===== config.mk =====
export PLATFORM = sky130hd
export DESIGN_NAME = keypad_code_lock_controller
export DESIGN_NICKNAME = d
export VERILOG_FILES = /design/src/rtl/kcl_pkg.sv /design/src/rtl/keypad_code_lock_controller.sv
export SDC_FILE = /design/constraint.sdc
export NUM_CORES = 1
export LEC_CHECK = 0
export BUFFER_PORTS_ARGS = -buffer_cell sky130_fd_sc_hd__buf_2
export CAP_MARGIN = 20
export CORE_ASPECT_RATIO = 0.6
export CORE_MARGIN = 2
export CORE_UTILIZATION = 63
export CTS_CLUSTER_DIAMETER = 50
export DETAILED_ROUTE_END_ITERATION = 6
export PLACE_DENSITY_LB_ADDON = 0.2
export SYNTH_ARGS = -nofsm -noshare
export SYNTH_HDL_FRONTEND = slang
export SYNTH_SLANG_ARGS = --single-unit

===== constraint.sdc =====
create_clock -name clk -period 7.45 [get_ports clk]
set_clock_uncertainty 0.1 [all_clocks]
set_input_delay 0.745 -clock clk [delete_from_list [all_inputs] [get_ports clk]]
set_output_delay 0.745 -clock clk [all_outputs]
set_load 0.03 [all_outputs]

===== src/rtl/kcl_pkg.sv =====
// ----------------------------------------------------------------------------
// kcl_pkg - shared types and constants for the keypad code lock
// Key codes, result status codes, lock modes and fixed code geometry.
// ----------------------------------------------------------------------------
`default_nettype none

package kcl_pkg;

	// fixed code geometry: four bcd digits per code
	localparam int CODE_DIGITS = 4;
	localparam int CODE_W      = 4 * CODE_DIGITS;
	localparam int CNT_W       = 3;
	localparam int USER_W      = 3;
	localparam int VAL_W       = 14;
	localparam int LIMIT_W     = 4;
	localparam int CFG_DATA_W  = 14;
	localparam int CFG_IDX_W   = 1;

	localparam int USER_COUNT_DEFAULT = 3;

	// reset values of the configuration registers
	localparam logic [LIMIT_W-1:0] ATTEMPT_LIMIT_RST = 4'd3;
	localparam logic [VAL_W-1:0]   VALUE_LIMIT_RST   = 14'd255;

	// configuration register indexes
	localparam logic [CFG_IDX_W-1:0] CFG_ATTEMPT_LIMIT = 1'b0;
	localparam logic [CFG_IDX_W-1:0] CFG_VALUE_LIMIT   = 1'b1;

	// key codes
	localparam logic [3:0] KEY_DIGIT_MAX = 4'd9;
	localparam logic [3:0] KEY_ENTER     = 4'd10;
	localparam logic [3:0] KEY_EXIT      = 4'd11;
	localparam logic [3:0] KEY_EDIT      = 4'd13;
	localparam logic [3:0] KEY_CANCEL    = 4'd14;

	localparam logic [3:0] WRONG_MAX = 4'd15;

	typedef enum logic [1:0] {
		MODE_VERIFY = 2'd0,
		MODE_USER   = 2'd1,
		MODE_OLD    = 2'd2,
		MODE_NEW    = 2'd3
	} mode_t;

	typedef enum logic [3:0] {
		STS_IGNORED  = 4'd0,
		STS_DIGIT    = 4'd1,
		STS_UNLOCK   = 4'd2,
		STS_WRONG    = 4'd3,
		STS_LOCKOUT  = 4'd4,
		STS_SHORT    = 4'd5,
		STS_BAD_USER = 4'd6,
		STS_USER_OK  = 4'd7,
		STS_OLD_OK   = 4'd8,
		STS_OLD_BAD  = 4'd9,
		STS_RANGE    = 4'd10,
		STS_CHANGED  = 4'd11,
		STS_CLEARED  = 4'd12,
		STS_RESET    = 4'd13,
		STS_RELEASED = 4'd14,
		STS_MODIFY   = 4'd15
	} status_t;

endpackage

`default_nettype wire


===== src/rtl/keypad_code_lock_controller.sv =====
// ----------------------------------------------------------------------------
// keypad_code_lock_controller - multi-user keypad combination lock
// Takes decoded key codes, keeps the code entry, the per-user codes and the
// error/lockout state, and returns one status request per key.
// ----------------------------------------------------------------------------
// an accepted key is held in the input register, then its result goes into the result register
// throughput: one key per cycle while results are taken; the state update sits between the two registers
// ready only drops while a result is held and out_ready is low with a key waiting
// reset: arst_n clears all control state, limits go to 3 and 255, user codes to 1..n
// user codes hold their values until changed through modify mode or reset
`default_nettype none

module keypad_code_lock_controller #(
	parameter int USER_COUNT = kcl_pkg::USER_COUNT_DEFAULT
) (
	input  wire logic                           clk,
	input  wire logic                           arst_n,

	// configuration write port
	input  wire logic                           cfg_we,
	input  wire logic [kcl_pkg::CFG_IDX_W-1:0]  cfg_index,
	input  wire logic [kcl_pkg::CFG_DATA_W-1:0] cfg_data,

	// key input channel
	input  wire logic                           in_valid,
	output logic                                in_ready,
	input  wire logic [3:0]                     key_code,

	// result channel
	output logic                                out_valid,
	input  wire logic                           out_ready,
	output logic [3:0]                          status,
	output logic [kcl_pkg::USER_W-1:0]          matched_user,
	output logic [3:0]                          error_count,
	output logic                                locked_out,
	output logic [kcl_pkg::CNT_W-1:0]           digits_entered,
	output logic [1:0]                          mode
);

	// width of an index into the code store
	localparam int UIDX_W = (USER_COUNT > 1) ? $clog2(USER_COUNT) : 1;
	localparam logic [3:0] USER_KEY_MAX = 4'(USER_COUNT);
	localparam logic [kcl_pkg::CNT_W-1:0] FULL_CNT = kcl_pkg::CNT_W'(kcl_pkg::CODE_DIGITS);
	// user count one bit wider than a user index, so eight users still compare
	localparam logic [kcl_pkg::USER_W:0] USER_NUM = (kcl_pkg::USER_W+1)'(USER_COUNT);

	// ------------------------------------------------------------------
	// configuration registers
	// ------------------------------------------------------------------
	logic [kcl_pkg::LIMIT_W-1:0] attempt_limit_q;
	logic [kcl_pkg::VAL_W-1:0]   value_limit_q;

	always_ff @(posedge clk or negedge arst_n) begin
		if (!arst_n) begin
			attempt_limit_q <= kcl_pkg::ATTEMPT_LIMIT_RST;
			value_limit_q   <= kcl_pkg::VALUE_LIMIT_RST;
		end else if (cfg_we) begin
			unique case (cfg_index)
				kcl_pkg::CFG_ATTEMPT_LIMIT: attempt_limit_q <= cfg_data[kcl_pkg::LIMIT_W-1:0];
				kcl_pkg::CFG_VALUE_LIMIT:   value_limit_q   <= cfg_data[kcl_pkg::VAL_W-1:0];
				default: ;
			endcase
		end
	end

	// ------------------------------------------------------------------
	// input register and handshake
	// ------------------------------------------------------------------
	logic       valid_s1;
	logic [3:0] key_s1;
	logic       out_valid_q;
	logic       adv;

	// the held key is processed when the result register is free or draining
	assign adv      = valid_s1 && (!out_valid_q || out_ready);
	assign in_ready = !valid_s1 || adv;

	always_ff @(posedge clk or negedge arst_n) begin
		if (!arst_n) begin
			valid_s1 <= 1'b0;
		end else if (in_ready) begin
			valid_s1 <= in_valid;
		end
	end

	always_ff @(posedge clk) begin
		if (in_valid && in_ready) begin
			key_s1 <= key_code;
		end
	end

	// ------------------------------------------------------------------
	// lock state
	// ------------------------------------------------------------------
	logic [kcl_pkg::CODE_W-1:0] store_q [USER_COUNT];
	logic [kcl_pkg::CODE_W-1:0] entry_q;
	logic [kcl_pkg::CNT_W-1:0]  cnt_q;
	logic [3:0]                 wrong_q;
	logic                       lock_q;
	kcl_pkg::mode_t             mode_q;
	logic [kcl_pkg::USER_W-1:0] target_q;

	// ------------------------------------------------------------------
	// key processing
	// ------------------------------------------------------------------
	logic [kcl_pkg::CODE_W-1:0] n_entry;
	logic [kcl_pkg::CNT_W-1:0]  n_cnt;
	logic [3:0]                 n_wrong;
	logic                       n_lock;
	kcl_pkg::mode_t             n_mode;
	logic [kcl_pkg::USER_W-1:0] n_target;
	kcl_pkg::status_t           n_status;
	logic [kcl_pkg::USER_W-1:0] n_match;
	logic                       store_we;

	logic [kcl_pkg::VAL_W-1:0]  entry_val;
	logic [UIDX_W-1:0]          tu_idx;
	logic                       hit;
	logic [kcl_pkg::USER_W-1:0] hit_idx;
	logic [3:0]                 wrong_inc;

	// decimal value of the bcd entry, at most 9999
	assign entry_val = kcl_pkg::VAL_W'({10'd0, entry_q[15:12]} * 14'd1000)
	                 + kcl_pkg::VAL_W'({10'd0, entry_q[11:8]}  * 14'd100)
	                 + kcl_pkg::VAL_W'({10'd0, entry_q[7:4]}   * 14'd10)
	                 + kcl_pkg::VAL_W'({10'd0, entry_q[3:0]});

	// out-of-range target falls back to user 0
	assign tu_idx = ({1'b0, target_q} < USER_NUM) ? target_q[UIDX_W-1:0] : '0;

	// saturating error count
	assign wrong_inc = (wrong_q != kcl_pkg::WRONG_MAX) ? wrong_q + 4'd1 : wrong_q;

	// parallel compare, lowest matching user wins
	always_comb begin
		hit     = 1'b0;
		hit_idx = '0;
		for (int i = USER_COUNT - 1; i >= 0; i--) begin
			if (store_q[i] == entry_q) begin
				hit     = 1'b1;
				hit_idx = kcl_pkg::USER_W'(i);
			end
		end
	end

	always_comb begin
		n_entry  = entry_q;
		n_cnt    = cnt_q;
		n_wrong  = wrong_q;
		n_lock   = lock_q;
		n_mode   = mode_q;
		n_target = target_q;
		n_status = kcl_pkg::STS_IGNORED;
		n_match  = '0;
		store_we = 1'b0;

		priority if (lock_q) begin
			// only clear releases a lockout
			if (key_s1 == kcl_pkg::KEY_CANCEL) begin
				n_lock   = 1'b0;
				n_wrong  = '0;
				n_cnt    = '0;
				n_status = kcl_pkg::STS_RELEASED;
			end
		end else if (key_s1 == kcl_pkg::KEY_EDIT) begin
			if (mode_q == kcl_pkg::MODE_VERIFY) begin
				n_mode   = kcl_pkg::MODE_USER;
				n_cnt    = '0;
				n_status = kcl_pkg::STS_MODIFY;
			end
		end else if (key_s1 == kcl_pkg::KEY_CANCEL) begin
			n_cnt    = '0;
			n_status = kcl_pkg::STS_CLEARED;
		end else if (key_s1 == kcl_pkg::KEY_EXIT) begin
			n_mode   = kcl_pkg::MODE_VERIFY;
			n_cnt    = '0;
			n_wrong  = '0;
			n_status = kcl_pkg::STS_RESET;
		end else if (key_s1 <= kcl_pkg::KEY_DIGIT_MAX) begin
			if (cnt_q < FULL_CNT) begin
				if (mode_q == kcl_pkg::MODE_USER) begin
					// digit picks a user, 1-based
					if (key_s1 >= 4'd1 && key_s1 <= USER_KEY_MAX) begin
						n_target = kcl_pkg::USER_W'(key_s1 - 4'd1);
						n_mode   = kcl_pkg::MODE_OLD;
						n_cnt    = '0;
						n_status = kcl_pkg::STS_USER_OK;
					end else begin
						n_status = kcl_pkg::STS_BAD_USER;
					end
				end else begin
					n_entry  = {entry_q[kcl_pkg::CODE_W-5:0], key_s1};
					n_cnt    = cnt_q + 1'b1;
					n_status = kcl_pkg::STS_DIGIT;
				end
			end
		end else if (key_s1 == kcl_pkg::KEY_ENTER) begin
			if (cnt_q == FULL_CNT) begin
				unique case (mode_q)
					kcl_pkg::MODE_VERIFY: begin
						if (hit) begin
							n_wrong  = '0;
							n_match  = hit_idx;
							n_status = kcl_pkg::STS_UNLOCK;
						end else begin
							n_wrong = wrong_inc;
							if (wrong_inc >= attempt_limit_q) begin
								n_lock   = 1'b1;
								n_status = kcl_pkg::STS_LOCKOUT;
							end else begin
								n_status = kcl_pkg::STS_WRONG;
							end
						end
					end
					kcl_pkg::MODE_OLD: begin
						// old-code misses do not count as errors
						if (entry_val > value_limit_q) begin
							n_mode   = kcl_pkg::MODE_VERIFY;
							n_status = kcl_pkg::STS_RANGE;
						end else if (store_q[tu_idx] == entry_q) begin
							n_mode   = kcl_pkg::MODE_NEW;
							n_status = kcl_pkg::STS_OLD_OK;
						end else begin
							n_mode   = kcl_pkg::MODE_VERIFY;
							n_status = kcl_pkg::STS_OLD_BAD;
						end
					end
					kcl_pkg::MODE_NEW: begin
						if (entry_val <= value_limit_q) begin
							store_we = 1'b1;
							n_status = kcl_pkg::STS_CHANGED;
						end else begin
							n_status = kcl_pkg::STS_RANGE;
						end
						n_mode = kcl_pkg::MODE_VERIFY;
					end
					kcl_pkg::MODE_USER: ;
					default: ;
				endcase
				n_cnt = '0;
			end else if (cnt_q != '0) begin
				// partial entry is thrown away
				n_cnt    = '0;
				n_status = kcl_pkg::STS_SHORT;
			end
		end else begin
			// spare keys have no function
		end
	end

	// ------------------------------------------------------------------
	// state update
	// ------------------------------------------------------------------
	always_ff @(posedge clk or negedge arst_n) begin
		if (!arst_n) begin
			entry_q  <= '0;
			cnt_q    <= '0;
			wrong_q  <= '0;
			lock_q   <= 1'b0;
			mode_q   <= kcl_pkg::MODE_VERIFY;
			target_q <= '0;
		end else if (adv) begin
			entry_q  <= n_entry;
			cnt_q    <= n_cnt;
			wrong_q  <= n_wrong;
			lock_q   <= n_lock;
			mode_q   <= n_mode;
			target_q <= n_target;
		end
	end

	// user code store, user i starts with bcd code i+1
	always_ff @(posedge clk or negedge arst_n) begin
		if (!arst_n) begin
			for (int i = 0; i < USER_COUNT; i++) begin
				store_q[i] <= kcl_pkg::CODE_W'(i + 1);
			end
		end else if (adv && store_we) begin
			store_q[tu_idx] <= entry_q;
		end
	end

	// ------------------------------------------------------------------
	// result register
	// ------------------------------------------------------------------
	kcl_pkg::status_t           status_q;
	logic [kcl_pkg::USER_W-1:0] match_q;
	logic [3:0]                 err_q;
	logic                       lock_out_q;
	logic [kcl_pkg::CNT_W-1:0]  digits_q;
	kcl_pkg::mode_t             mode_out_q;

	always_ff @(posedge clk or negedge arst_n) begin
		if (!arst_n) begin
			out_valid_q <= 1'b0;
		end else if (adv) begin
			out_valid_q <= 1'b1;
		end else if (out_ready) begin
			out_valid_q <= 1'b0;
		end
	end

	always_ff @(posedge clk) begin
		if (adv) begin
			status_q   <= n_status;
			match_q    <= n_match;
			err_q      <= n_wrong;
			lock_out_q <= n_lock;
			digits_q   <= n_cnt;
			mode_out_q <= n_mode;
		end
	end

	assign out_valid      = out_valid_q;
	assign status         = status_q;
	assign matched_user   = match_q;
	assign error_count    = err_q;
	assign locked_out     = lock_out_q;
	assign digits_entered = digits_q;
	assign mode           = mode_out_q;

	// ------------------------------------------------------------------
	// assertions
	// ------------------------------------------------------------------
	a_lock_has_errors: assert property (@(posedge clk) disable iff (!arst_n)
		lock_q |-> (wrong_q != 4'd0))
		else $error("lockout held with zero error count");

	a_entry_bounded: assert property (@(posedge clk) disable iff (!arst_n)
		cnt_q <= FULL_CNT)
		else $error("entry count beyond code length");

	a_target_in_range: assert property (@(posedge clk) disable iff (!arst_n)
		{1'b0, target_q} < USER_NUM)
		else $error("target user out of range");

	a_unlock_clears_errors: assert property (@(posedge clk) disable iff (!arst_n)
		(out_valid_q && status_q == kcl_pkg::STS_UNLOCK)
			|-> (err_q == 4'd0 && !lock_out_q))
		else $error("unlock result with errors pending");

	a_processed_key_gives_result: assert property (@(posedge clk) disable iff (!arst_n)
		adv |=> out_valid_q)
		else $error("processed key produced no result");

endmodule

`default_nettype wire


==> impl_metrics.csv <==
group,metric,value,unit
status,status,"finished, final reports clean",
worst_setup_path,worstPathArrival,7.29,ns
worst_setup_path,path_max_fanout,16,
global_routing,grt_usage,33.61,%
clock_tree,cts.reportedPaths.clkPinSlew,0.06,ns
min_path,min_path_type,"input port to async pin",
synthesis,syn_area,8692,um2
placement,gp_congestion,0.9931,
layout,drive_gt1_share,21.43,%
layout,nets,999,
floorplan,start_util,63.99,%
clock_tree,cts.sinks,117,
floorplan,fp.coreArea,13580,um2
layout,layout_common_cells,"dfrtp_1 (83), inv_1 (75), ha_1 (75)",
clock_tree,hold_buffers,0,
routing,wl_per_cell,22.03,um
placement,io_buffers,41,
synthesis,async_flop_share,82.91,%
global_routing,grtUsageMet1,49.99,%
sta,slew-limit-headroom,34.71,%
synthesis,synth_cell_types,81,
floorplan,die_w,155.6,um
floorplan,rows,33,
floorplan,die_y,94.99,um
worst_setup_path,crit_type,"register to register",
placement,dpl.hpwl,17040,um
routing,viasPerCell,6.507,
clock_tree,htree_levels,4,
sta,fin_crit_sh,95.17,%
clock_tree,clk_latency,0.42,ns
synthesis,syn_nets,976,
global_routing,antenna_found_initial,1,
global_routing,busiest_layer,"met1",
global_routing,grt_use_met2,48.97,%
routing,drt_wl_total,23590,um
synthesis,synth_edf_count,20,
routing,drt_iter0_drc,793,
layout,n_antenna_cell,0,
sta,rsz0062_at_grt,"false",
clock_tree,postCtsSetupRepairBufs,0,
layout,areaGrowthSynthToFinish,10.21,%
sta,hold_viol,0,
routing,first_pass_iters,5,
floorplan,die-area,14780,um2
global_routing,grt_pass1_wl,37250,um
sta,fin_tns_setup,0,ns
synthesis,yosys_warnings,0,
sta,finalWorstPathRequiredPeriod,7.090,ns
sta,slew_violations,0,
global_routing,gr-total-overflow,0,
clock_tree,cts-buffers-inserted,17,
job,maxCapViolations,0,
global_routing,grt_pass1_vias,6758,
global_routing,grt_start_max_net_pins,61,
synthesis,ys.flop_type,"dfrtp_1",
worst_setup_path,required,7.65,ns
routing,drc,0,
worst_setup_path,end_kind,"register",
layout,layout_commonest_cell,"dfrtp_1",
floorplan,io_pins,43,
sta,fmax,0.1410,GHz
synthesis,seq_area_frac_synth,35.04,%
synthesis,ys_ff_latch,117,
routing,ant_nets,0,
clock_tree,cts_buffer_depth,2,
synthesis,syn_inst,860,
synthesis,syn_area_per_cell,10.11,um2
clock_tree,cts-root-buf,"clkbuf_16",
routing,vias,6969,
global_routing,use_met3,8.307,%
sta,finalSetupViolCount,0,
sta,worst_pin_slew,0.9783,ns
worst_setup_path,critPathLaunchType,"register",
clock_tree,cts_tree,"built",
[routing by layer]
| layer | part of all wire, % | vias up | wire, um |
|---|---|---|---|
| li1 | - | 3134 | - |
| met1 | 47 | 3472 | 10980 |
| met2 | 43 | 327 | 10090 |
| met3 | 9.1 | 36 | 2146 |
| met4 | 1.6 | 0 | 375 |
| met5 | 0 | - | 0 |
[timing repair]
item                                   4_1_cts  5_1_grt
gates resized for setup                      0        2
endpoints found under the hold margin        0        0
setup endpoints to repair                    0       45
[final timing paths]
| path | start | end | slack (ns) | cells after the start |
|---|---|---|---|---|
| worst max-delay path | entry_q[14] | store_q[44] | 0.36 | 23 |
| worst max register to register | entry_q[14] | store_q[44] | 0.36 | 23 |
| worst min register to register | valid_s1 | out_valid | 0.40 | 1 |
| worst min-delay path | arst_n | store_q[11] | 0.18 | 1 |
| max in group asynchronous | arst_n | wrong_q[1] | 5.89 | 2 |
| min in group clk | key_code[2] | key_s1[2] | 0.40 | 1 |
[logic make-up after synthesis]
group	Yosys count	share of synthesized area [%]
xor gates and xnor gates	66	6.650
muxes	77	10.21
DFF	117	35.04
other	1	0.04314
adders and majority gates	92	14.71
buffers and inverters	124	6.074
and+or+nand+nor	198	12.65
AOI/OAI and AO/OA	185	14.63
[critical path, stage by stage, from the launching register on]
cell and delay (ns):
dfrtp_1 0.61, fa_1 0.73, inv_1 0.09, fa_1 0.50
inv_1 0.04, ha_1 0.33, a21oi_1 0.14, nor2_1 0.06
nor2_1 0.15, xnor2_1 0.14, ha_1 0.26, ha_1 0.30
ha_1 0.35, nor2_1 0.06, nor2_1 0.17, o41ai_2 0.14
o21ai_0 0.22, xnor2_1 0.09, ha_1 0.30, nand4_1 0.12
or4_1 0.59, and2_1 0.33, or3_2 0.75, mux2_4 0.37
[sequential cells by signal (all words and copies together) (netlist names)]
| register | cells |
|---|---|
| matched_user | 2 |
| valid_s1 | 1 |
| digits_entered | 3 |
| status | 4 |
| attempt_limit_q | 4 |
| store_q | 48 |
| lock_q | 1 |
| cnt_q | 3 |
| key_s1 | 4 |
| target_q | 3 |
| error_count | 4 |
| locked_out | 1 |
| value_limit_q | 14 |
| out_valid | 1 |
| mode | 2 |
| wrong_q | 4 |
| entry_q | 16 |
| mode_q | 2 |
[Yosys cell counts (5+ instances only)]
library cell,n,area (um2)
dfrtp_1,83,2077
buf_2,5,25.02
a21o_1,9,67.56
dfstp_2,14,367.9
mux2_4,7,105.1
buf_4,6,45.04
a22oi_1,8,60.06
o32a_1,5,50.05
o211ai_1,5,37.54
clkbuf_1,31,116.4
nor3_1,11,55.05
nand2b_1,17,106.4
mux2i_1,5,50.05
a21oi_1,33,165.2
ha_1,75,938.4
a31oi_1,6,37.54
mux2_2,65,732.0
o221ai_1,7,61.31
xnor2_1,19,166.4
nor4_1,15,93.84
nor2_1,30,112.6
fa_1,17,340.3
o22a_2,5,50.05
o21ai_0,47,235.2
a32oi_1,6,52.55
nand2_1,53,198.9
nand3_1,11,55.05
nor2b_1,14,87.58
xor2_1,47,411.6
edfxtp_1,20,600.6
nand4_1,12,75.07
inv_1,75,281.5
[area by class of cell]
| class | instances | area (um2) |
|---|---|---|
| multi-input combinational | 619 | 5127 |
| tap | 175 | 219.0 |
| clock buffer | 20 | 467.9 |
| fill | 1002 | 4005 |
| sequential | 117 | 3045 |
| inverter | 75 | 281.5 |
| clock inverter | 12 | 140.1 |
| timing repair buffer | 53 | 297.8 |
[per-stage QoR]
step | cell area, um2 | hold slack [ns] | cells | setup slack [ns] | utilization (%)
6_report | 9579 | 0.1833 | 1071 | 0.3602 | 70.52
3_3_place_gp | 8962 | 0.3772 | 1039 | 0.5755 | 65.98
2_1_floorplan | 8692 | 0.3494 | 860 | 1.159 | -
5_1_grt | 9579 | 0.2156 | 1071 | 0.02549 | 70.52
3_5_place_dp | 8962 | 0.3867 | 1039 | 0.2663 | 65.98
4_1_cts | 9570 | 0.1936 | 1071 | 0.1806 | 70.45
Power is not shown: default switching activity piles up to over one toggle a cycle in this logic, so the estimate is an artifact.
